$ cat src/design/klt_pkg.sv
`timescale 1ns / 1ps
package klt_pkg;

  typedef enum logic [1:0] {
    KIND_CHAR    = 2'd0,
    KIND_SPECIAL = 2'd1,
    KIND_IGNORED = 2'd2
  } kind_t;

  localparam logic [3:0] SK_F10   = 4'd0;
  localparam logic [3:0] SK_LEFT  = 4'd1;
  localparam logic [3:0] SK_RIGHT = 4'd2;
  localparam logic [3:0] SK_UP    = 4'd3;
  localparam logic [3:0] SK_DOWN  = 4'd4;
  localparam logic [3:0] SK_DEL   = 4'd5;
  localparam logic [3:0] SK_END   = 4'd6;
  localparam logic [3:0] SK_HOME  = 4'd7;
  localparam logic [3:0] SK_PGUP  = 4'd8;
  localparam logic [3:0] SK_PGDN  = 4'd9;
  localparam logic [3:0] SK_ESC   = 4'd10;
  localparam logic [3:0] SK_MAX   = SK_ESC;

  localparam logic [1:0] LAYOUT_QWERTY = 2'd0;
  localparam logic [1:0] LAYOUT_AZERTY = 2'd1;
  localparam logic [1:0] LAYOUT_DVORAK = 2'd2;

  localparam logic [7:0] FIRST_PRINT = 8'h20;
  localparam logic [7:0] LAST_PRINT  = 8'h7e;
  localparam int         ROM_DEPTH   = 95;

  // Result of the first stage: everything but the layout remap.
  typedef struct packed {
    kind_t      kind;
    logic [3:0] sk;
    logic [7:0] ch;
    logic       use_rom;
  } cls_t;

  localparam logic [7:0] DVORAK_ROM [0:ROM_DEPTH-1] = '{
    8'h20, 8'h21, 8'h5f, 8'h23, 8'h24, 8'h25, 8'h26, 8'h2d,
    8'h28, 8'h29, 8'h2a, 8'h7d, 8'h77, 8'h5b, 8'h76, 8'h7a,
    8'h30, 8'h31, 8'h32, 8'h33, 8'h34, 8'h35, 8'h36, 8'h37,
    8'h38, 8'h39, 8'h53, 8'h73, 8'h57, 8'h5d, 8'h56, 8'h5a,
    8'h40, 8'h41, 8'h58, 8'h4a, 8'h45, 8'h3e, 8'h55, 8'h49,
    8'h44, 8'h43, 8'h48, 8'h54, 8'h4e, 8'h4d, 8'h42, 8'h52,
    8'h4c, 8'h22, 8'h50, 8'h4f, 8'h59, 8'h47, 8'h4b, 8'h3c,
    8'h51, 8'h46, 8'h3a, 8'h2f, 8'h5c, 8'h3d, 8'h5e, 8'h7b,
    8'h60, 8'h61, 8'h78, 8'h6a, 8'h65, 8'h2e, 8'h75, 8'h69,
    8'h64, 8'h63, 8'h68, 8'h74, 8'h6e, 8'h6d, 8'h62, 8'h72,
    8'h6c, 8'h27, 8'h70, 8'h6f, 8'h79, 8'h67, 8'h6b, 8'h2c,
    8'h71, 8'h66, 8'h3b, 8'h3f, 8'h7c, 8'h2b, 8'h7e
  };

  localparam logic [7:0] AZERTY_ROM [0:ROM_DEPTH-1] = '{
    8'h20, 8'h31, 8'h25, 8'h33, 8'h34, 8'h35, 8'h37, 8'hf9,
    8'h39, 8'h30, 8'h38, 8'h2b, 8'h3b, 8'h29, 8'h3a, 8'h21,
    8'he0, 8'h26, 8'he9, 8'h22, 8'h27, 8'h28, 8'h2d, 8'he8,
    8'h5f, 8'he7, 8'h4d, 8'h6d, 8'h2e, 8'h3d, 8'h2f, 8'ha7,
    8'h32, 8'h51, 8'h42, 8'h43, 8'h44, 8'h45, 8'h46, 8'h47,
    8'h48, 8'h49, 8'h4a, 8'h4b, 8'h4c, 8'h3f, 8'h4e, 8'h4f,
    8'h50, 8'h41, 8'h52, 8'h53, 8'h54, 8'h55, 8'h56, 8'h5a,
    8'h58, 8'h59, 8'h57, 8'h5e, 8'h5c, 8'h24, 8'h36, 8'hb0,
    8'hb2, 8'h71, 8'h62, 8'h63, 8'h64, 8'h65, 8'h66, 8'h67,
    8'h68, 8'h69, 8'h6a, 8'h6b, 8'h6c, 8'h2c, 8'h6e, 8'h6f,
    8'h70, 8'h61, 8'h72, 8'h73, 8'h74, 8'h75, 8'h76, 8'h7a,
    8'h78, 8'h79, 8'h77, 8'h7b, 8'h7c, 8'h7d, 8'h7e
  };

endpackage

$ cat src/design/keystroke_layout_translator_top.sv
`timescale 1ns / 1ps
// Keystroke layout translator.
// Input channel: in_valid / in_stall with in_scan_code, in_char_in and
// in_ctrl_held. Result channel: out_valid / out_stall with out_result_kind,
// out_char_out and out_special_key; exactly one result per keystroke.
// Configuration: cfg_valid / cfg_ready writes the two-bit keyboard layout
// (0 qwerty, 1 azerty, 2 dvorak, 3 behaves as qwerty). cfg_ready is always
// high; write only while no keystroke is in flight.
// An accepted keystroke passes three registers in order: a classify stage,
// a layout-remap stage and the output register, which drives out_valid.
// One keystroke is accepted every cycle when the receiver does not stall;
// the rate is set by the three-stage pipeline, each stage holding one
// transaction.
// When out_stall is high the output holds, and the stages behind it keep
// filling until every stage is occupied; then in_stall rises. No transaction
// is dropped or repeated.
// Reset (rst_n low, synchronous) empties the pipeline and sets the layout to
// qwerty.
module keystroke_layout_translator_top
  import klt_pkg::*;
(
  input  logic       clk,
  input  logic       rst_n,
  input  logic       in_valid,
  output logic       in_stall,
  input  logic [7:0] in_scan_code,
  input  logic [7:0] in_char_in,
  input  logic       in_ctrl_held,
  output logic       out_valid,
  input  logic       out_stall,
  output logic [1:0] out_result_kind,
  output logic [7:0] out_char_out,
  output logic [3:0] out_special_key,
  input  logic       cfg_valid,
  output logic       cfg_ready,
  input  logic [1:0] cfg_data
);

  logic [1:0] layout_r;
  cls_t       cls_nxt;
  cls_t       s1_r;
  logic       v1_r, v2_r, v3_r;
  kind_t      kind2_r, kind3_r;
  logic [7:0] ch2_r, ch3_r;
  logic [3:0] sk2_r, sk3_r;
  logic [7:0] ch2_nxt;
  logic [6:0] rom_idx;
  logic       rdy1, rdy2, rdy3;

  assign cfg_ready = 1'b1;

  always_ff @(posedge clk) begin
    if (!rst_n) begin
      layout_r <= LAYOUT_QWERTY;
    end else if (cfg_valid && cfg_ready) begin
      layout_r <= cfg_data;
    end
  end

  assign rdy3     = !v3_r || !out_stall;
  assign rdy2     = !v2_r || rdy3;
  assign rdy1     = !v1_r || rdy2;
  assign in_stall = !rdy1;

  klt_classify u_classify (
    .scan_code (in_scan_code),
    .char_in   (in_char_in),
    .ctrl_held (in_ctrl_held),
    .cls       (cls_nxt)
  );

  // Stage 1: classified keystroke.
  always_ff @(posedge clk) begin
    if (!rst_n) begin
      v1_r <= 1'b0;
    end else if (rdy1) begin
      v1_r <= in_valid;
    end
  end

  always_ff @(posedge clk) begin
    if (rdy1 && in_valid) begin
      s1_r <= cls_nxt;
    end
  end

  // Only printable bytes reach the remap, so the offset fits in seven bits.
  assign rom_idx = s1_r.ch[6:0] - FIRST_PRINT[6:0];

  always_comb begin
    ch2_nxt = s1_r.ch;
    if (s1_r.use_rom) begin
      case (layout_r)
        LAYOUT_DVORAK: ch2_nxt = DVORAK_ROM[rom_idx];
        LAYOUT_AZERTY: ch2_nxt = AZERTY_ROM[rom_idx];
        default:       ch2_nxt = s1_r.ch;
      endcase
    end
  end

  // Stage 2: remapped result.
  always_ff @(posedge clk) begin
    if (!rst_n) begin
      v2_r <= 1'b0;
    end else if (rdy2) begin
      v2_r <= v1_r;
    end
  end

  always_ff @(posedge clk) begin
    if (rdy2 && v1_r) begin
      kind2_r <= s1_r.kind;
      ch2_r   <= ch2_nxt;
      sk2_r   <= s1_r.sk;
    end
  end

  // Stage 3: output register.
  always_ff @(posedge clk) begin
    if (!rst_n) begin
      v3_r <= 1'b0;
    end else if (rdy3) begin
      v3_r <= v2_r;
    end
  end

  always_ff @(posedge clk) begin
    if (rdy3 && v2_r) begin
      kind3_r <= kind2_r;
      ch3_r   <= ch2_r;
      sk3_r   <= sk2_r;
    end
  end

  assign out_valid       = v3_r;
  assign out_result_kind = kind3_r;
  assign out_char_out    = ch3_r;
  assign out_special_key = sk3_r;

endmodule

$ cat src/design/klt_classify.sv
`timescale 1ns / 1ps
module klt_classify
  import klt_pkg::*;
(
  input  logic [7:0] scan_code,
  input  logic [7:0] char_in,
  input  logic       ctrl_held,
  output cls_t       cls
);

  logic       scan_hit;
  logic [3:0] scan_sk;
  logic       ctrl_hit;
  logic [3:0] ctrl_sk;
  logic [7:0] cc;

  always_comb begin
    scan_hit = 1'b1;
    case (scan_code)
      8'h44:   scan_sk = SK_F10;
      8'h4b:   scan_sk = SK_LEFT;
      8'h4d:   scan_sk = SK_RIGHT;
      8'h48:   scan_sk = SK_UP;
      8'h50:   scan_sk = SK_DOWN;
      8'h53:   scan_sk = SK_DEL;
      8'h4f:   scan_sk = SK_END;
      8'h47:   scan_sk = SK_HOME;
      8'h49:   scan_sk = SK_PGUP;
      8'h51:   scan_sk = SK_PGDN;
      8'h01:   scan_sk = SK_ESC;
      default: begin
        scan_sk  = SK_F10;
        scan_hit = 1'b0;
      end
    endcase
  end

  // Control codes fold onto lower-case letters; otherwise the byte counts
  // only while control is held.
  always_comb begin
    if (char_in >= 8'h01 && char_in <= 8'h1a) begin
      cc = char_in | 8'h60;
    end else if (ctrl_held) begin
      cc = char_in;
    end else begin
      cc = 8'h00;
    end
  end

  always_comb begin
    ctrl_hit = 1'b1;
    case (cc)
      8'h61:   ctrl_sk = SK_HOME;
      8'h65:   ctrl_sk = SK_END;
      8'h70:   ctrl_sk = SK_UP;
      8'h6e:   ctrl_sk = SK_DOWN;
      8'h62:   ctrl_sk = SK_LEFT;
      8'h66:   ctrl_sk = SK_RIGHT;
      8'h78:   ctrl_sk = SK_F10;
      default: begin
        ctrl_sk  = SK_F10;
        ctrl_hit = 1'b0;
      end
    endcase
  end

  always_comb begin
    cls.kind    = KIND_CHAR;
    cls.sk      = 4'd0;
    cls.ch      = 8'h00;
    cls.use_rom = 1'b0;
    if (scan_hit) begin
      cls.kind = KIND_SPECIAL;
      cls.sk   = scan_sk;
    end else if (char_in == 8'h0a || char_in == 8'h0d) begin
      cls.ch = 8'h0a;
    end else if (char_in == 8'h08 || char_in == 8'h09) begin
      cls.ch = char_in;
    end else if (ctrl_hit) begin
      cls.kind = KIND_SPECIAL;
      cls.sk   = ctrl_sk;
    end else if (char_in < FIRST_PRINT || char_in > LAST_PRINT) begin
      cls.kind = KIND_IGNORED;
    end else begin
      cls.ch      = char_in;
      cls.use_rom = 1'b1;
    end
  end

endmodule

$ cat config.mk
export PLATFORM = sky130hd
export DESIGN_NAME = keystroke_layout_translator_top
export DESIGN_NICKNAME = d
export VERILOG_FILES = /design/src/design/klt_pkg.sv /design/src/design/keystroke_layout_translator_top.sv /design/src/design/klt_classify.sv
export SDC_FILE = /design/constraint.sdc
export NUM_CORES = 1
export LEC_CHECK = 0
export ABC_AREA = 1
export BUFFER_PORTS_ARGS = -buffer_cell sky130_fd_sc_hd__buf_2
export CAP_MARGIN = 20
export CORE_ASPECT_RATIO = 0.9
export CORE_MARGIN = 3
export CORE_UTILIZATION = 60
export CTS_BUF_LIST = sky130_fd_sc_hd__clkbuf_16
export CTS_CLUSTER_SIZE = 40
export DETAILED_ROUTE_END_ITERATION = 8
export PLACE_DENSITY = 0.92
export SLEW_MARGIN = 15
export SYNTH_ARGS = -nofsm -noshare
export SYNTH_HDL_FRONTEND = slang
export SYNTH_SLANG_ARGS = --single-unit
$ cat constraint.sdc
create_clock -name clk -period 2.76 [get_ports clk]
set_clock_uncertainty 0.2 [all_clocks]
set_input_delay 0.276 -clock clk [delete_from_list [all_inputs] [get_ports clk]]
set_output_delay 0.276 -clock clk [all_outputs]
set_load 0.03 [all_outputs]
* After elaboration in Yosys (flattened, before gate mapping)
Memory sizes are Yosys's and may differ from the RTL's.
Index checks and enable logic that the tools add are counted.
Widths: inputs -> output; s select.
** Word-level totals
- Bits in registers :: 48
- Bits in read-only memories :: 2048
- Bits of input ports :: 24
- Word-level logic and storage cells :: 90
- Memories kept :: 2
** Memories
- (no name shown) :: depth 128, bits a word 8, read ports 1, clocked after memory_dff 0, wr ports 0, line keystroke_layout_translator_top.sv:95 : LAYOUT_AZERTY: ch2_nxt = AZERTY_ROM[rom_idx];
- (no name shown) :: depth 128, bits a word 8, read ports 1, clocked after memory_dff 0, wr ports 0, line keystroke_layout_translator_top.sv:94 : LAYOUT_DVORAK: ch2_nxt = DVORAK_ROM[rom_idx];
** Cells by class
- $add $sub $neg :: 1
- Magnitude comparators :: 5
- Equal/unequal tests :: 24
- Multiplexer cells :: 22
- Bitwise gates (word level) :: 1
- Reductions and logical operators :: 19
** Operators with widths (number)
- $eq 8x7->1 const B :: 17
- $mux 8 :: 8
- $pmux 4 s10 :: 1
- $eq 8x4->1 const B :: 4
- $mux 9 :: 2
- $pmux 3 s6 :: 1
- $pmux 8 s2 :: 1
- $reduce_or 11->1 :: 1
- $mux 5 :: 2
- $eq 8x1->1 const B :: 1
- $ge 8x1->1 const B :: 1
- $ge 8x8->1 const B :: 1
- $gt 8x7->1 const B :: 1
- $le 8x5->1 const B :: 1
- $lt 8x6->1 const B :: 1
- $mux 4 :: 2
- $not 7->8 :: 1
- $reduce_or 7->1 :: 1
- $sub 7x6->7 const B :: 1
- $logic_or 1x1->1 :: 6
- $logic_not 1->1 :: 5
- $logic_and 1x1->1 :: 4
- $reduce_or 4->1 :: 1
- $mux 1 :: 3
- other kinds (5) :: 5

* Depth between registers and ports, before layout
Gate-level depths: netlist of run 1.
- Depth in word-level cells :: 10
- Gate-level depth with buffers :: 14
- Depth with buffers taken out :: 14

* Hierarchy
A second synthesis of run 1 with hierarchy kept.
** Second synthesis, totals
- Cell total of the unflattened synthesis :: 567
- Area total of the unflattened synthesis :: 3953.8 µm²
** Modules (own cells, without submodules)
- keystroke_layout_translator_top :: instances 1, cells an instance 434, area an instance 3211.8 µm²
- klt_classify :: instances 1, cells an instance 133, area an instance 742.0 µm²

* Worst setup path before layout of run 1
OpenSTA, ideal clock, no wires.
- Path kind :: register to register
- Start :: register s1_r[2] in the netlist's numbering
- End :: register ch2_r[0] (data pin)
- Arrival time :: 1.841 ns
- Path slack :: 0.463 ns
- Stages on the path, launching flop included :: 13
- Period minus slack after synthesis :: 2.297 ns
- Cells stage by stage :: edfxtp_1 -> inv_1 -> ha_1 -> inv_1 -> ha_1 -> nor2_1 -> a31oi_1 -> o21ai_0 -> o21ai_0 -> o21ai_1 -> nand3_1 -> o21ai_0 -> inv_1
** Between the ends
- Word-level cells in the longest chain between the ends :: 7
** RTL lines
- start: declaration :: line keystroke_layout_translator_top.sv:41 : cls_t s1_r;
- start signal: assignment :: line keystroke_layout_translator_top.sv:83 : s1_r <= cls_nxt;
- $sub 7x6->7 (*) :: line keystroke_layout_translator_top.sv:88 : assign rom_idx = s1_r.ch[6:0] - FIRST_PRINT[6:0];
- $not 7->8 (not written as such) (*) :: line keystroke_layout_translator_top.sv:94, keystroke_layout_translator_top.sv:95
- $mem_v2 128x8 (on tied branches)
- $mux 8 (on tied branches) (2 in a row) :: line keystroke_layout_translator_top.sv:95, keystroke_layout_translator_top.sv:94
- $pmux 8 s2 (*) :: line keystroke_layout_translator_top.sv:93 : case (layout_r)
- $mux 8 (*) :: line keystroke_layout_translator_top.sv:92 : if (s1_r.use_rom) begin
- named net ch2_nxt[0] :: line keystroke_layout_translator_top.sv:46 : logic [7:0] ch2_nxt;
- end signal: assignment :: line keystroke_layout_translator_top.sv:113 : ch2_r <= ch2_nxt;
- end: declaration :: line keystroke_layout_translator_top.sv:44 : logic [7:0] ch2_r, ch3_r;
Mark *: on every way through the listed nets, which the timed path passes. The rest lies on a longest branch. The select of a mux whose other input is x is not followed.
A chain may end at the register's enable or synchronous reset.

* Worst setup path after layout of run 1
- Start :: register s1_r[1] in the netlist's numbering
- End :: register ch2_r[0] (data pin)
** Between the ends
- Word-level cells in the longest chain between the ends :: 7
** RTL lines (line)
- $sub 7x6->7 :: keystroke_layout_translator_top.sv:88
- $not 7->8 (not written as such) :: keystroke_layout_translator_top.sv:94, keystroke_layout_translator_top.sv:95
- $mem_v2 128x8 (on tied branches)
- $mux 8 (on tied branches) (2 in a row) :: keystroke_layout_translator_top.sv:95, keystroke_layout_translator_top.sv:94
- $pmux 8 s2 :: keystroke_layout_translator_top.sv:93
- $mux 8 (*) :: keystroke_layout_translator_top.sv:92
- named net ch2_nxt[0] :: keystroke_layout_translator_top.sv:46
Marked as above.

==> results of run 1 <==
==> worst paths after layout <==
path	to	slack [ps]
hold reg to reg	sk2_r[0]$_DFFE_PP_	220
setup / recovery	ch2_r[0]$_DFFE_PP_	200
hold / removal	layout_r[1]$_SDFFE_PN0P_	60
setup reg to reg	ch2_r[0]$_DFFE_PP_	200
==> layout by cell type, fill, tap and decap left out, types with 2 or more instances in the layout <==
cell / n
sky130_fd_sc_hd__nand3_1: 51
sky130_fd_sc_hd__dfxtp_1: 5
sky130_fd_sc_hd__o2111ai_1: 4
sky130_fd_sc_hd__ha_1: 16
sky130_fd_sc_hd__nor3_1: 11
sky130_fd_sc_hd__o22ai_1: 7
sky130_fd_sc_hd__edfxtp_1: 43
sky130_fd_sc_hd__buf_2: 39
sky130_fd_sc_hd__nor3_2: 2
sky130_fd_sc_hd__a31oi_1: 7
sky130_fd_sc_hd__buf_4: 31
sky130_fd_sc_hd__a21oi_1: 34
sky130_fd_sc_hd__o311ai_0: 2
sky130_fd_sc_hd__nand4_1: 14
sky130_fd_sc_hd__o21ai_0: 47
sky130_fd_sc_hd__clkbuf_16: 5
sky130_fd_sc_hd__nand2_1: 86
sky130_fd_sc_hd__inv_1: 67
sky130_fd_sc_hd__nor2_4: 2
sky130_fd_sc_hd__nor2_2: 4
sky130_fd_sc_hd__inv_2: 3
sky130_fd_sc_hd__o211ai_1: 13
sky130_fd_sc_hd__nand2_2: 3
sky130_fd_sc_hd__nor2_1: 59
sky130_fd_sc_hd__conb_1: 2
==> layout make-up <==
| cell class | instances | area share (%) |
|---|---|---|
| multi-input cells | 378 | 46.3 |
| flip-flops and latches | 48 | 31.9 |
| repair buffers | 70 | 9.81 |
| inverters | 71 | 6.11 |
| clock buffers | 5 | 2.87 |
| well taps | 70 | 2.01 |
| clock inverters | 3 | 1.06 |
==> sequential cells by signal (all words and copies together) (netlist names) <==
name	cells
out_valid	1
sk2_r	4
ch2_r	8
out_char_out	8
v2_r	1
out_result_kind	2
v1_r	1
layout_r	2
kind2_r	2
s1_r	15
out_special_key	4
==> per-stage QoR <==
step,instances,power [W],area [um2]
global placement,636,0.00136,4170
detailed placement,636,0.00136,4170
global route,645,0.00215,4360
floorplan,514,0.00118,3730
finish,645,0.00208,4360
CTS,644,0.00204,4340
==> synthesized netlist by cell type (2+ instances only) <==
cell                         n
sky130_fd_sc_hd__a21oi_1    34
sky130_fd_sc_hd__a31oi_1     7
sky130_fd_sc_hd__buf_2       4
sky130_fd_sc_hd__clkbuf_1   12
sky130_fd_sc_hd__conb_1      2
sky130_fd_sc_hd__dfxtp_1     5
sky130_fd_sc_hd__edfxtp_1   43
sky130_fd_sc_hd__ha_1       17
sky130_fd_sc_hd__inv_1      67
sky130_fd_sc_hd__inv_2       3
sky130_fd_sc_hd__nand2_1    86
sky130_fd_sc_hd__nand2_2     3
sky130_fd_sc_hd__nand3_1    51
sky130_fd_sc_hd__nand4_1    14
sky130_fd_sc_hd__nor2_1     60
sky130_fd_sc_hd__nor2_2      3
sky130_fd_sc_hd__nor2_4      2
sky130_fd_sc_hd__nor3_1     11
sky130_fd_sc_hd__nor3_2      2
sky130_fd_sc_hd__o2111ai_1   4
sky130_fd_sc_hd__o211ai_1   13
sky130_fd_sc_hd__o21ai_0    47
sky130_fd_sc_hd__o22ai_1     7
sky130_fd_sc_hd__o311ai_0    2
==> layer usage <==
| metal | routed length (um) | vias to the layer above | track usage (%) |
|---|---|---|---|
| met1 | 4430 | 1866 | 45.6 |
| met2 | 5060 | 389 | 49.2 |
| met4 | 559 | 0 | 13.4 |
| li1 | - | 1893 | - |
| met5 | 0 | - | 0 |
| met3 | 1790 | 78 | 11.8 |
==> power groups by stage <==
stage | combinational (W) | sequential, W | clock [W]
finish | 0.000528 | 0.000855 | 0.000695
global route | 0.000566 | 0.000857 | 0.000725
CTS | 0.000496 | 0.000854 | 0.000691
detailed placement | 0.000490 | 0.000869 | 0
global placement | 0.000490 | 0.000866 | 0
floorplan | 0.000299 | 0.000878 | 0
==> worst register-to-register path, stage by stage, from the launching register on <==
cell and delay [ps]:
sky130_fd_sc_hd__edfxtp_1 520, sky130_fd_sc_hd__inv_1 160, sky130_fd_sc_hd__ha_1 350, sky130_fd_sc_hd__nand2_1 170, sky130_fd_sc_hd__inv_1 80, sky130_fd_sc_hd__nor2_1 180, sky130_fd_sc_hd__o21ai_0 140, sky130_fd_sc_hd__o211ai_1 110
sky130_fd_sc_hd__o211ai_1 100, sky130_fd_sc_hd__nand2_1 80, sky130_fd_sc_hd__nand3_1 120, sky130_fd_sc_hd__nand3_1 100, sky130_fd_sc_hd__o21ai_0 70, sky130_fd_sc_hd__inv_1 50
==> kinds of logic after synthesis <==
| family | count (synthesis) |
|---|---|
| simple gates | 238 |
| fa+ha+maj | 17 |
| compound gates | 121 |
| other cells | 2 |
| buf+inv | 88 |
| flops | 48 |
==> what timing repair did <==
| action | CTS | global route |
|---|---|---|
| setup endpoints to repair | 0 | 2 |
| resized for setup | 0 | 3 |
| buffers inserted | 0 | 1 |
==> impl_results.html, run 1 <==
<table>
<tr><th>Metric</th><th>Value</th></tr>
<tr><th colspan="2">Status</th></tr>
<tr><td>Outcome</td><td>complete, no violations</td></tr>
<tr><th colspan="2">Clocking</th></tr>
<tr><td>Clk slew on worst S/H paths</td><td>60 ps</td></tr>
<tr><td>Clock root buffer</td><td>sky130_fd_sc_hd__clkbuf_16</td></tr>
<tr><td>Largest buffer count on any clock path</td><td>2</td></tr>
<tr><td>Insertion delay of the later-clocked pin in the worst-skew pair</td><td>290 ps</td></tr>
<tr><td>H-tree Lvls</td><td>2</td></tr>
<tr><td>Clock tree from TritonCTS</td><td>built</td></tr>
<tr><td>Total clock buffers created by CTS</td><td>5</td></tr>
<tr><td>Sinks on Clock Net</td><td>48</td></tr>
<tr><td>Count of hold buffers inserted by post-cts repair</td><td>0</td></tr>
<tr><th colspan="2">Setup path</th></tr>
<tr><td>Cell with the largest stage delay on the worst path</td><td>sky130_fd_sc_hd__edfxtp_1</td></tr>
<tr><td>Crit path max fanout</td><td>7</td></tr>
<tr><td>Arrival @ worst endpoint</td><td>2530 ps</td></tr>
<tr><td>Number of cells on the worst reg-to-reg path</td><td>13</td></tr>
<tr><td>Gate family responsible for the most delay along the worst path</td><td>simple AND/OR/NAND/NOR gates</td></tr>
<tr><td>Worst setup EP type</td><td>flop</td></tr>
<tr><td>Launch point of the worst path</td><td>s1_r[1]$_SDFFCE_PP0P_</td></tr>
<tr><td>Crit path largest cell delay</td><td>520 ps</td></tr>
<tr><td>CP required</td><td>2730 ps</td></tr>
<tr><td>Critical path type</td><td>reg -&gt; reg</td></tr>
<tr><td>Cell chain of the critical path</td><td>inv_1 -&gt; ha_1 -&gt; nand2_1 -&gt; inv_1 -&gt; nor2_1 -&gt; o21ai_0 -&gt; o211ai_1 -&gt; o211ai_1 -&gt; nand2_1 -&gt; nand3_1 -&gt; nand3_1 -&gt; o21ai_0 -&gt; inv_1</td></tr>
<tr><td>CP most frequent cell</td><td>sky130_fd_sc_hd__inv_1</td></tr>
<tr><td>Total stage count of the critical path</td><td>13</td></tr>
<tr><td>Startpoint type of the worst setup path</td><td>flop</td></tr>
<tr><td>Reg2reg start</td><td>s1_r[1]$_SDFFCE_PP0P_</td></tr>
<tr><td>Buf/Inv on CP</td><td>3</td></tr>
<tr><th colspan="2">Routing</th></tr>
<tr><td>First drt pass iteration count</td><td>7</td></tr>
<tr><td>Detail Route Antenna Nets</td><td>0</td></tr>
<tr><td>First DRT Iteration DRCs</td><td>761</td></tr>
<tr><td>DRC violation count after routing</td><td>0</td></tr>
<tr><td>Routed wire per std cell</td><td>18.4 um</td></tr>
<tr><td>Count of vias placed by the detailed router</td><td>4,226</td></tr>
<tr><td>Total wire length</td><td>11,800 um</td></tr>
<tr><td>Detail-routed via count per cell</td><td>6.55</td></tr>
<tr><th colspan="2">Floorplan</th></tr>
<tr><td>Row count</td><td>26</td></tr>
<tr><td>Io pins</td><td>41</td></tr>
<tr><td>Die outline area</td><td>0.00721 mm2</td></tr>
<tr><td>Initial Utilization</td><td>63.8%</td></tr>
<tr><td>Die span in x</td><td>89.2 um</td></tr>
<tr><td>Height of the die</td><td>80.9 um</td></tr>
<tr><td>Core box area</td><td>0.00586 mm2</td></tr>
<tr><th colspan="2">Synth</th></tr>
<tr><td>Net count of the mapped netlist</td><td>555</td></tr>
<tr><td>Share of Yosys cell area claimed by the top area cell type</td><td>34.6%</td></tr>
<tr><td>Sequential share of the synthesized area</td><td>37.3%</td></tr>
<tr><td>Warnings from Yosys</td><td>0</td></tr>
<tr><td>Post-Syn Instances</td><td>514</td></tr>
<tr><td>Xor and xnor area share after synthesis</td><td>0%</td></tr>
<tr><td>Adder and majority gate portion of the synthesized area</td><td>5.70%</td></tr>
<tr><td>Main combinational cell family by area after synthesis</td><td>simple AND/OR/NAND/NOR gates</td></tr>
<tr><td>Share of cell area taken by muxes after synthesis</td><td>0%</td></tr>
<tr><td>Most used flip-flop cell after synthesis</td><td>sky130_fd_sc_hd__edfxtp_1</td></tr>
<tr><td>Post-synthesis share of cell area spent on and, or, nand and nor gates</td><td>29.1%</td></tr>
<tr><td>Yosys top cell by area</td><td>sky130_fd_sc_hd__edfxtp_1</td></tr>
<tr><td>Post-synthesis cell type count</td><td>39</td></tr>
<tr><td>Main area contributors after synthesis</td><td>sky130_fd_sc_hd__edfxtp_1 35%, sky130_fd_sc_hd__nand2_1 8.6%, sky130_fd_sc_hd__nand3_1 6.8%, sky130_fd_sc_hd__inv_1 6.7%, sky130_fd_sc_hd__o21ai_0 6.3%</td></tr>
<tr><td>Area fraction in compound gates after synthesis</td><td>18.7%</td></tr>
<tr><td>Count of flip-flops with a built-in enable after synthesis</td><td>43</td></tr>
<tr><td>Post-Synthesis Mean Instance Area</td><td>7.27 um2</td></tr>
<tr><td>Netlist area before placement</td><td>0.00373 mm2</td></tr>
<tr><td>Fraction of synthesis flops using an asynchronous set or reset pin</td><td>0%</td></tr>
<tr><td>Register bit total from synthesis</td><td>48</td></tr>
<tr><th colspan="2">GRT</th></tr>
<tr><td>Number of antenna violations at the first check in global routing</td><td>0</td></tr>
<tr><td>First-pass GRT wire length</td><td>18,600 um</td></tr>
<tr><td>Total global-route track usage</td><td>33.7%</td></tr>
<tr><td>Global route total overflow</td><td>0</td></tr>
<tr><td>Number of global-route vias before repair</td><td>3,798</td></tr>
<tr><td>Largest net degree at the start of global routing</td><td>20</td></tr>
<tr><th colspan="2">Finish</th></tr>
<tr><td>Area of the multi-input gates</td><td>0.00202 mm2</td></tr>
<tr><td>Total inserted antenna cells</td><td>0</td></tr>
<tr><td>Layout cell share with drive strength beyond 1</td><td>16.9%</td></tr>
<tr><td>Fill cell count</td><td>410</td></tr>
<tr><td>Area Overhead vs Synth</td><td>16.9%</td></tr>
<tr><td>Sequential Area</td><td>0.00139 mm2</td></tr>
<tr><td># nets final</td><td>615</td></tr>
<tr><td>Final standard cell utilization of the core</td><td>74.5%</td></tr>
<tr><th colspan="2">Power and ir drop</th></tr>
<tr><td>Switching Fraction</td><td>30.9%</td></tr>
<tr><td>Highest ir drop seen on vdd</td><td>0.000257 V</td></tr>
<tr><td>Power Dens Cells</td><td>476 mW/mm2</td></tr>
<tr><td>Fraction of power consumed by sequential logic</td><td>41.1%</td></tr>
<tr><td>Gate power share</td><td>25.4%</td></tr>
<tr><td>Leakage</td><td>1.94 nW</td></tr>
<tr><td>Internal power contribution</td><td>0.00144 W</td></tr>
<tr><td>Clock share of power</td><td>33.5%</td></tr>
<tr><td>Switching power</td><td>0.000641 W</td></tr>
<tr><th colspan="2">Min path</th></tr>
<tr><td>Type of the worst min-delay path</td><td>in -&gt; reg</td></tr>
<tr><td>Critical hold path startpoint</td><td>rst_n</td></tr>
<tr><td>Hold Path Depth</td><td>3</td></tr>
<tr><th colspan="2">Placed design</th></tr>
<tr><td>Detailed placer's ending HPWL</td><td>8830 um</td></tr>
<tr><td>Pre-CTS setup slack</td><td>136 ps</td></tr>
<tr><td>Port Buffers</td><td>39</td></tr>
<tr><td>Final estimated routing congestion in global placement</td><td>1.11</td></tr>
<tr><th colspan="2">Timing</th></tr>
<tr><td>Final TNS setup</td><td>0 ps</td></tr>
<tr><td>Slack of the critical path</td><td>198 ps</td></tr>
<tr><td>Clock period minus final worst setup slack</td><td>2560 ps</td></tr>
<tr><td>Max Transition Viols Final</td><td>0</td></tr>
<tr><td>Final-report hold violation count</td><td>0</td></tr>
<tr><td>Worst hold slack across all endpoints</td><td>61.4 ps</td></tr>
<tr><td>Worst-case headroom to the max-slew limit</td><td>63.0%</td></tr>
<tr><td>Period utilisation layout</td><td>92.8%</td></tr>
<tr><td>RSZ-0062 raised after global routing</td><td>false</td></tr>
<tr><td>Final setup viols</td><td>0</td></tr>
<tr><td>Transition time of the tightest slew-check pin</td><td>554 ps</td></tr>
<tr><td>Achievable frequency</td><td>390 MHz</td></tr>
<tr><th colspan="2">Job</th></tr>
<tr><td>Total of max-cap violations</td><td>0</td></tr>
</table>
(Power assumes the default switching activity.)
==> run 2: changes to the inputs <==
--- a/config.mk
+++ b/config.mk
@@ -12,8 +12,10 @@
 export CORE_MARGIN = 3
 export CORE_UTILIZATION = 60
 export CTS_BUF_LIST = sky130_fd_sc_hd__clkbuf_16
+export CTS_CLUSTER_DIAMETER = 120
 export CTS_CLUSTER_SIZE = 40
 export DETAILED_ROUTE_END_ITERATION = 8
+export HOLD_SLACK_MARGIN = 0.1
 export PLACE_DENSITY = 0.92
 export SLEW_MARGIN = 15
 export SYNTH_ARGS = -nofsm -noshare
==> impl_results.html, run 2 (same netlist as run 1, synthesis figures left out) <==
<table>
<tr><th>Metric</th><th>Value</th></tr>
<tr><th colspan="2">Status</th></tr>
<tr><td>Outcome</td><td>complete, no violations (unchanged)</td></tr>
<tr><th colspan="2">Placed design</th></tr>
<tr><td>Final estimated routing congestion in global placement</td><td>1.11 (unchanged)</td></tr>
<tr><td>Detailed placer's ending HPWL</td><td>8830 um (unchanged)</td></tr>
<tr><td>Pre-CTS setup slack</td><td>136 ps (unchanged)</td></tr>
<tr><td>Placed inst area</td><td>0.00417 mm2 (unchanged)</td></tr>
<tr><td>Port Buffers</td><td>39 (unchanged)</td></tr>
<tr><th colspan="2">Setup path</th></tr>
<tr><td>Destination of the worst register-to-register timing path</td><td>ch2_r[0]$_DFFE_PP_ (unchanged)</td></tr>
<tr><td>Critical path destination</td><td>ch2_r[0]$_DFFE_PP_ (unchanged)</td></tr>
<tr><td>Crit path max fanout</td><td>7 (unchanged)</td></tr>
<tr><td>Worst setup EP type</td><td>flop (unchanged)</td></tr>
<tr><td>Reg2reg start</td><td>s1_r[1]$_SDFFCE_PP0P_ (unchanged)</td></tr>
<tr><td>Critical path type</td><td>reg -&gt; reg (unchanged)</td></tr>
<tr><td>Launch point of the worst path</td><td>s1_r[1]$_SDFFCE_PP0P_ (unchanged)</td></tr>
<tr><td>Number of cells on the worst reg-to-reg path</td><td>13 (unchanged)</td></tr>
<tr><td>Reg-to-reg setup timing slack</td><td>200 ps (about the same)</td></tr>
<tr><td>Arrival @ worst endpoint</td><td>2520 ps (was 2530 ps)</td></tr>
<tr><td>CP required</td><td>2720 ps (was 2730 ps)</td></tr>
<tr><td>Startpoint type of the worst setup path</td><td>flop (unchanged)</td></tr>
<tr><th colspan="2">Finish</th></tr>
<tr><td>Most common cell after layout, fill and taps aside</td><td>sky130_fd_sc_hd__nand2_1 (unchanged)</td></tr>
<tr><td>Fill cell count</td><td>406 (was 410)</td></tr>
<tr><td>Commonest non-fill, non-tap cells in the layout</td><td>86 x sky130_fd_sc_hd__nand2_1, 67 x sky130_fd_sc_hd__inv_1, 59 x sky130_fd_sc_hd__nor2_1 (unchanged)</td></tr>
<tr><td>Register with the most flip-flops</td><td>s1_r (unchanged)</td></tr>
<tr><td>Area Overhead vs Synth</td><td>17.1% (was 16.9%)</td></tr>
<tr><td>Layout cell share with drive strength beyond 1</td><td>16.8% (was 16.9%)</td></tr>
<tr><td># nets final</td><td>616 (was 615)</td></tr>
<tr><td>Cell area after layout</td><td>0.00437 mm2 (was 0.00436 mm2)</td></tr>
<tr><td>Total inserted antenna cells</td><td>0 (unchanged)</td></tr>
<tr><td>Flip-flop count of the largest register, all copies and words added</td><td>15 (unchanged)</td></tr>
<tr><th colspan="2">Floorplan</th></tr>
<tr><td>Initial Utilization</td><td>63.8% (unchanged)</td></tr>
<tr><td>Core box area</td><td>0.00586 mm2 (unchanged)</td></tr>
<tr><td>Height of the die</td><td>80.9 um (unchanged)</td></tr>
<tr><td>Die span in x</td><td>89.2 um (unchanged)</td></tr>
<tr><td>Die outline area</td><td>0.00721 mm2 (unchanged)</td></tr>
<tr><td>Row count</td><td>26 (unchanged)</td></tr>
<tr><td>Io pins</td><td>41 (unchanged)</td></tr>
<tr><th colspan="2">GRT</th></tr>
<tr><td>Number of global-route vias before repair</td><td>3,816 (was 3,798)</td></tr>
<tr><td>Met1 track demand over resource in global routing</td><td>45.5% (was 45.6%)</td></tr>
<tr><td>First-pass GRT wire length</td><td>18,600 um (about the same)</td></tr>
<tr><td>Largest net degree at the start of global routing</td><td>20 (unchanged)</td></tr>
<tr><td>Global-route met2 utilization</td><td>49.5% (was 49.2%)</td></tr>
<tr><td>Global route total overflow</td><td>0 (unchanged)</td></tr>
<tr><td>Met3 global-route usage</td><td>11.8% (unchanged)</td></tr>
<tr><td>Number of antenna violations at the first check in global routing</td><td>0 (unchanged)</td></tr>
<tr><td>Global route hottest layer</td><td>met2 (unchanged)</td></tr>
<tr><td>Total global-route track usage</td><td>33.8% (was 33.7%)</td></tr>
<tr><th colspan="2">Timing</th></tr>
<tr><td>Final-report hold violation count</td><td>0 (unchanged)</td></tr>
<tr><td>Transition time of the tightest slew-check pin</td><td>561 ps (was 554 ps)</td></tr>
<tr><td>Worst-case headroom to the max-slew limit</td><td>62.5% (was 63.0%)</td></tr>
<tr><td>Clock period minus final worst setup slack</td><td>2560 ps (about the same)</td></tr>
<tr><td>Final setup viols</td><td>0 (unchanged)</td></tr>
<tr><td>Period utilisation layout</td><td>92.6% (was 92.8%)</td></tr>
<tr><td>Max Transition Viols Final</td><td>0 (unchanged)</td></tr>
<tr><td>Slack of the critical path</td><td>203 ps (was 198 ps)</td></tr>
<tr><td>Final TNS setup</td><td>0 ps (unchanged)</td></tr>
<tr><td>RSZ-0062 raised after global routing</td><td>false (unchanged)</td></tr>
<tr><td>Achievable frequency</td><td>391 MHz (was 390 MHz)</td></tr>
<tr><th colspan="2">Clocking</th></tr>
<tr><td>Insertion delay of the later-clocked pin in the worst-skew pair</td><td>290 ps (about the same)</td></tr>
<tr><td>Total clock buffers created by CTS</td><td>5 (unchanged)</td></tr>
<tr><td>H-tree Lvls</td><td>2 (unchanged)</td></tr>
<tr><td>Clock root buffer</td><td>sky130_fd_sc_hd__clkbuf_16 (unchanged)</td></tr>
<tr><td>Clk slew on worst S/H paths</td><td>60 ps (about the same)</td></tr>
<tr><td>Clock tree from TritonCTS</td><td>built (unchanged)</td></tr>
<tr><td>Largest buffer count on any clock path</td><td>2 (unchanged)</td></tr>
<tr><td>Sinks on Clock Net</td><td>48 (unchanged)</td></tr>
<tr><th colspan="2">Routing</th></tr>
<tr><td>First DRT Iteration DRCs</td><td>835 (was 761)</td></tr>
<tr><td>First drt pass iteration count</td><td>6 (was 7)</td></tr>
<tr><td>Detail-routed via count per cell</td><td>6.53 (was 6.55)</td></tr>
<tr><td>Routed wire per std cell</td><td>18.4 um (about the same)</td></tr>
<tr><td>DRC violation count after routing</td><td>0 (unchanged)</td></tr>
<tr><td>Count of vias placed by the detailed router</td><td>4,216 (was 4,226)</td></tr>
<tr><td>Total wire length</td><td>11,900 um (was 11,800 um)</td></tr>
<tr><td>Detail Route Antenna Nets</td><td>0 (unchanged)</td></tr>
<tr><th colspan="2">Power and ir drop</th></tr>
<tr><td>Leakage</td><td>1.94 nW (about the same)</td></tr>
<tr><td>Highest ir drop seen on vdd</td><td>0.000258 V (was 0.000257 V)</td></tr>
<tr><td>Power Dens Cells</td><td>475 mW/mm2 (was 476 mW/mm2)</td></tr>
<tr><th colspan="2">Min path</th></tr>
<tr><td>Type of the worst min-delay path</td><td>in -&gt; reg (unchanged)</td></tr>
<tr><th colspan="2">Job</th></tr>
<tr><td>Total of max-cap violations</td><td>0 (unchanged)</td></tr>
</table>
run 2: cell types whose count changed in the layout (fill, tap and decap cells not counted):
cell and delta:
sky130_fd_sc_hd__dlygate4sd3_1 +1
run 2: how the worst min path moves through the flow:
| stage | from | to | depth (start not counted) |
|---|---|---|---|
| detailed placement | ch2_r[6]$_DFFE_PP_ | out_char_out[6]$_DFFE_PP_ | 0 |
| CTS | in_valid | v1_r$_SDFFE_PN0N_ | 3 |
| finish | out_stall | out_valid$_SDFFE_PN0P_ | 3 |
| floorplan | in_valid | v1_r$_SDFFE_PN0N_ | 2 |
| global route | out_stall | out_valid$_SDFFE_PN0P_ | 3 |
| global placement | sk2_r[2]$_DFFE_PP_ | out_special_key[2]$_DFFE_PP_ | 0 |
run 2: layer usage:
| metal | vias up | share of wire (%) |
|---|---|---|
| met5 | - | 0 |
| met2 | 387 | 43 |
| met3 | 79 | 15 |
| met4 | 0 | 4.6 |
| li1 | 1898 | - |
| met1 | 1852 | 38 |
run 2: worst max-delay path, cell delays in order, from the launching register on:
cell                       delay (ps)
sky130_fd_sc_hd__edfxtp_1         520
sky130_fd_sc_hd__inv_1            160
sky130_fd_sc_hd__ha_1             350
sky130_fd_sc_hd__nand2_1          170
sky130_fd_sc_hd__inv_1             80
sky130_fd_sc_hd__nor2_1           180
sky130_fd_sc_hd__o21ai_0          130
sky130_fd_sc_hd__o211ai_1         110
sky130_fd_sc_hd__o211ai_1         100
sky130_fd_sc_hd__nand2_1           80
sky130_fd_sc_hd__nand3_1          130
sky130_fd_sc_hd__nand3_1           90
sky130_fd_sc_hd__o21ai_0           70
sky130_fd_sc_hd__inv_1             50
run 2: layout make-up:
| type | count | area [um2] | area share [%] |
|---|---|---|---|
| inverter | 71 | 267 | 6.09 |
| timing repair buffer | 71 | 438 | 10.0 |
| clock inverter | 3 | 46.3 | 1.06 |
| sequential | 48 | 1390 | 31.8 |
| clock buffer | 5 | 125 | 2.86 |
| tap | 70 | 87.6 | 2.00 |
| multi-input combinational | 378 | 2020 | 46.2 |
run 2: what timing repair did:
action,CTS,global route
hold buffers,1,0
hold endpoints to repair,2,0
resized for setup,0,3
setup endpoints to repair,0,2
setup buffers,0,1
run 2: per-stage QoR:
step | total power (W) | std cells | hold slack (ps) | util [%]
after global routing | 0.00215 | 646 | 118 | 74.7
after detailed placement | 0.00136 | 636 | 205 | 71.2
after floorplan | 0.00118 | 514 | 197 | -
final | 0.00208 | 646 | 106 | 74.7
after CTS | 0.00204 | 645 | 104 | 74.3
after global placement | 0.00136 | 636 | 202 | 71.2
run 2: where the power goes:
group | internal (W) | switching (W) | leakage, nW
clock network | 0.000430 | 0.000261 | 0.0804
registers | 0.000836 | 0.0000188 | 0.456
logic | 0.000171 | 0.000361 | 1.41
total | 0.00144 | 0.000641 | 1.94
==> run 3: changes to the inputs <==
--- a/config.mk
+++ b/config.mk
@@ -8,7 +8,7 @@
 export ABC_AREA = 1
 export BUFFER_PORTS_ARGS = -buffer_cell sky130_fd_sc_hd__buf_2
 export CAP_MARGIN = 20
-export CORE_ASPECT_RATIO = 0.9
+export CORE_ASPECT_RATIO = 1.2
 export CORE_MARGIN = 3
 export CORE_UTILIZATION = 60
 export CTS_BUF_LIST = sky130_fd_sc_hd__clkbuf_16
==> impl_results.html, run 3 (same netlist as run 1, synthesis figures left out) <==
<table>
<tr><th>Metric</th><th>Value</th></tr>
<tr><th colspan="2">Status</th></tr>
<tr><td>Outcome</td><td>complete, no violations (unchanged)</td></tr>
<tr><th colspan="2">Setup path</th></tr>
<tr><td>Cell chain of the critical path</td><td>inv_1 -&gt; ha_1 -&gt; inv_1 -&gt; a31oi_1 -&gt; o21ai_0 -&gt; o21ai_0 -&gt; o21ai_1 -&gt; nand3_1 -&gt; o21ai_0 -&gt; inv_1 (was inv_1 -&gt; ha_1 -&gt; nand2_1 -&gt; inv_1 -&gt; nor2_1 -&gt; o21ai_0 -&gt; o211ai_1 -&gt; o211ai_1 -&gt; nand2_1 -&gt; nand3_1 -&gt; nand3_1 -&gt; o21ai_0 -&gt; inv_1)</td></tr>
<tr><td>Reg-to-reg setup timing slack</td><td>150 ps (was 200 ps)</td></tr>
<tr><td>Number of cells on the worst reg-to-reg path</td><td>10 (was 13)</td></tr>
<tr><td>CP required</td><td>2730 ps (was 2720 ps)</td></tr>
<tr><td>Worst setup EP type</td><td>flop (unchanged)</td></tr>
<tr><td>Arrival @ worst endpoint</td><td>2580 ps (was 2520 ps)</td></tr>
<tr><td>Startpoint type of the worst setup path</td><td>flop (unchanged)</td></tr>
<tr><td>Crit path max fanout</td><td>16 (was 7)</td></tr>
<tr><td>Crit path largest cell delay</td><td>460 ps (was 520 ps)</td></tr>
<tr><td>Critical path type</td><td>reg -&gt; reg (unchanged)</td></tr>
<tr><td>Cell with the largest stage delay on the worst path</td><td>sky130_fd_sc_hd__edfxtp_1 (unchanged)</td></tr>
<tr><th colspan="2">Timing</th></tr>
<tr><td>Achievable frequency</td><td>383 MHz (was 391 MHz)</td></tr>
<tr><td>Clock period minus final worst setup slack</td><td>2610 ps (was 2560 ps)</td></tr>
<tr><td>Max Transition Viols Final</td><td>0 (unchanged)</td></tr>
<tr><td>Period utilisation layout</td><td>94.7% (was 92.6%)</td></tr>
<tr><td>Final-report hold violation count</td><td>0 (unchanged)</td></tr>
<tr><td>Final setup viols</td><td>0 (unchanged)</td></tr>
<tr><td>Final TNS setup</td><td>0 ps (unchanged)</td></tr>
<tr><td>Transition time of the tightest slew-check pin</td><td>641 ps (was 561 ps)</td></tr>
<tr><td>Worst-case headroom to the max-slew limit</td><td>57.2% (was 62.5%)</td></tr>
<tr><td>RSZ-0062 raised after global routing</td><td>false (unchanged)</td></tr>
<tr><th colspan="2">Clocking</th></tr>
<tr><td>Clock root buffer</td><td>sky130_fd_sc_hd__clkbuf_16 (unchanged)</td></tr>
<tr><td>Insertion delay of the later-clocked pin in the worst-skew pair</td><td>290 ps (about the same)</td></tr>
<tr><td>Clk slew on worst S/H paths</td><td>70 ps (was 60 ps)</td></tr>
<tr><td># resized after CTS</td><td>0 (unchanged)</td></tr>
<tr><td>Sinks on Clock Net</td><td>48 (unchanged)</td></tr>
<tr><td>Clock tree from TritonCTS</td><td>built (unchanged)</td></tr>
<tr><td>Largest buffer count on any clock path</td><td>2 (unchanged)</td></tr>
<tr><td>H-tree Lvls</td><td>2 (unchanged)</td></tr>
<tr><td>Total clock buffers created by CTS</td><td>5 (unchanged)</td></tr>
<tr><th colspan="2">Placed design</th></tr>
<tr><td>Port Buffers</td><td>39 (unchanged)</td></tr>
<tr><td>Final estimated routing congestion in global placement</td><td>1.06 (was 1.11)</td></tr>
<tr><td>Detailed placer's ending HPWL</td><td>8950 um (was 8830 um)</td></tr>
<tr><td>Number of placed instances with taps included</td><td>645 (was 636)</td></tr>
<tr><th colspan="2">Routing</th></tr>
<tr><td>Routed wire per std cell</td><td>19.2 um (was 18.4 um)</td></tr>
<tr><td>Detail-routed via count per cell</td><td>6.41 (was 6.53)</td></tr>
<tr><td>Total wire length</td><td>12,700 um (was 11,900 um)</td></tr>
<tr><td>DRC violation count after routing</td><td>0 (unchanged)</td></tr>
<tr><td>Count of vias placed by the detailed router</td><td>4,232 (was 4,216)</td></tr>
<tr><td>Detail Route Antenna Nets</td><td>0 (unchanged)</td></tr>
<tr><td>First DRT Iteration DRCs</td><td>654 (was 835)</td></tr>
<tr><td>First drt pass iteration count</td><td>6 (unchanged)</td></tr>
<tr><th colspan="2">Finish</th></tr>
<tr><td># nets final</td><td>620 (was 616)</td></tr>
<tr><td>Register with the most flip-flops</td><td>s1_r (unchanged)</td></tr>
<tr><td>Flip-flop count of the largest register, all copies and words added</td><td>15 (unchanged)</td></tr>
<tr><td>Layout cell share with drive strength beyond 1</td><td>16.2% (was 16.8%)</td></tr>
<tr><td>Total inserted antenna cells</td><td>0 (unchanged)</td></tr>
<tr><td>Most common cell after layout, fill and taps aside</td><td>sky130_fd_sc_hd__nand2_1 (unchanged)</td></tr>
<tr><td>Commonest non-fill, non-tap cells in the layout</td><td>86 x sky130_fd_sc_hd__nand2_1, 67 x sky130_fd_sc_hd__inv_1, 60 x sky130_fd_sc_hd__nor2_1 (was 86 x sky130_fd_sc_hd__nand2_1, 67 x sky130_fd_sc_hd__inv_1, 59 x sky130_fd_sc_hd__nor2_1)</td></tr>
<tr><td>Post-route non-filler standard cell count</td><td>660 (was 646)</td></tr>
<tr><td>Area Overhead vs Synth</td><td>18.0% (was 17.1%)</td></tr>
<tr><th colspan="2">Power and ir drop</th></tr>
<tr><td>Clock share of power</td><td>33.3% (about the same)</td></tr>
<tr><td>Switching Fraction</td><td>30.8% (about the same)</td></tr>
<tr><td>Leakage</td><td>1.96 nW (was 1.94 nW)</td></tr>
<tr><td>Fraction of power consumed by sequential logic</td><td>41.3% (was 41.2%)</td></tr>
<tr><td>Highest ir drop seen on vdd</td><td>0.000473 V (was 0.000258 V)</td></tr>
<tr><td>Power Dens Cells</td><td>470 mW/mm2 (was 475 mW/mm2)</td></tr>
<tr><td>Switching power</td><td>0.000639 W (was 0.000641 W)</td></tr>
<tr><td>Gate power share</td><td>25.4% (was 25.6%)</td></tr>
<tr><td>Internal power contribution</td><td>0.00143 W (was 0.00144 W)</td></tr>
<tr><th colspan="2">GRT</th></tr>
<tr><td>First-pass GRT wire length</td><td>20,300 um (was 18,600 um)</td></tr>
<tr><td>Met3 global-route usage</td><td>5.74% (was 11.8%)</td></tr>
<tr><td>Number of antenna violations at the first check in global routing</td><td>0 (unchanged)</td></tr>
<tr><td>Number of global-route vias before repair</td><td>4,110 (was 3,816)</td></tr>
<tr><td>Total global-route track usage</td><td>36.1% (was 33.8%)</td></tr>
<tr><td>Global-route met2 utilization</td><td>61.9% (was 49.5%)</td></tr>
<tr><td>Global route total overflow</td><td>0 (unchanged)</td></tr>
<tr><td>Met1 track demand over resource in global routing</td><td>39.0% (was 45.5%)</td></tr>
<tr><td>Largest net degree at the start of global routing</td><td>20 (unchanged)</td></tr>
<tr><td>Global route hottest layer</td><td>met2 (unchanged)</td></tr>
<tr><th colspan="2">Floorplan</th></tr>
<tr><td>Io pins</td><td>41 (unchanged)</td></tr>
<tr><td>Die span in x</td><td>78.0 um (was 89.2 um)</td></tr>
<tr><td>Row count</td><td>30 (was 26)</td></tr>
<tr><td>Initial Utilization</td><td>63.8% (unchanged)</td></tr>
<tr><td>Core box area</td><td>0.00586 mm2 (unchanged)</td></tr>
<tr><td>Height of the die</td><td>92.4 um (was 80.9 um)</td></tr>
<tr><td>Die outline area</td><td>0.00721 mm2 (about the same)</td></tr>
<tr><th colspan="2">Min path</th></tr>
<tr><td>Hold Path Depth</td><td>3 (unchanged)</td></tr>
<tr><td>Type of the worst min-delay path</td><td>in -&gt; reg (unchanged)</td></tr>
<tr><th colspan="2">Job</th></tr>
<tr><td>Total of max-cap violations</td><td>0 (unchanged)</td></tr>
</table>
## run 3: cell types whose count changed in the layout (fill, tap and decap cells not counted), sizes merged
| cell | before | now |
|---|---|---|
| dlygate4sd3 | 1 | 5 |
| inv | 71 | 70 |
| clkinv | 1 | 3 |
| clkinvlp | 1 | 0 |
## run 3: layout make-up
class / instances / area (um2)
tap: 80 / 100
timing repair buffer: 75 / 478
inverter: 71 / 267
multi-input combinational: 378 / 2000
sequential: 48 / 1390
fill: 440 / 1450
clock buffer: 5 / 125
clock inverter: 3 / 42.5
## run 3: through the flow
step	worst slack (ps)	cell area (um2)	hold WS (ps)	power, W	util, %
6_report	146	4410	138	0.00207	75.3
5_1_grt	12.2	4410	160	0.00214	75.3
4_1_cts	163	4390	134	0.00204	75.0
2_1_floorplan	463	3730	197	0.00118	-
3_3_place_gp	251	4180	200	0.00135	71.3
3_5_place_dp	220	4180	205	0.00136	71.3
## run 3: power by group through the flow
| stage | Combinational, W | Sequential, W | Clock, W |
|---|---|---|---|
| after floorplan | 0.000299 | 0.000878 | 0 |
| after detailed placement | 0.000485 | 0.000871 | 0 |
| after global routing | 0.000568 | 0.000858 | 0.000715 |
| after global placement | 0.000479 | 0.000868 | 0 |
| final | 0.000526 | 0.000857 | 0.000691 |
| after CTS | 0.000499 | 0.000856 | 0.000684 |
## run 3: worst max-delay path, delay by kind of cell (launching register included)
kind / cells / cell delay (ps)
flops: 1 / 460
buf+inv: 3 / 590
simple gates: 1 / 120
compound gates: 5 / 810
fa+ha+maj: 1 / 320
## run 3: per-layer routing
metal,routed length [um],vias up
met1,4220,1873
met3,1130,111
met2,6180,336
li1,-,1912
met5,0,-
met4,1160,0
## run 3: worst paths after layout
check	startpoint	endpoint
max	s1_r[3]$_SDFFCE_PP0P_	ch2_r[0]$_DFFE_PP_
min	cfg_data[1]	layout_r[1]$_SDFFE_PN0P_
max reg2reg	s1_r[3]$_SDFFCE_PP0P_	ch2_r[0]$_DFFE_PP_
min reg2reg	ch2_r[6]$_DFFE_PP_	out_char_out[6]$_DFFE_PP_
## run 3: timing repair
action                                  CTS  global route
hold buffers                              5             0
endpoints found under the hold margin     4             0
endpoints found under the setup margin    0             1
buffers inserted                          0             2
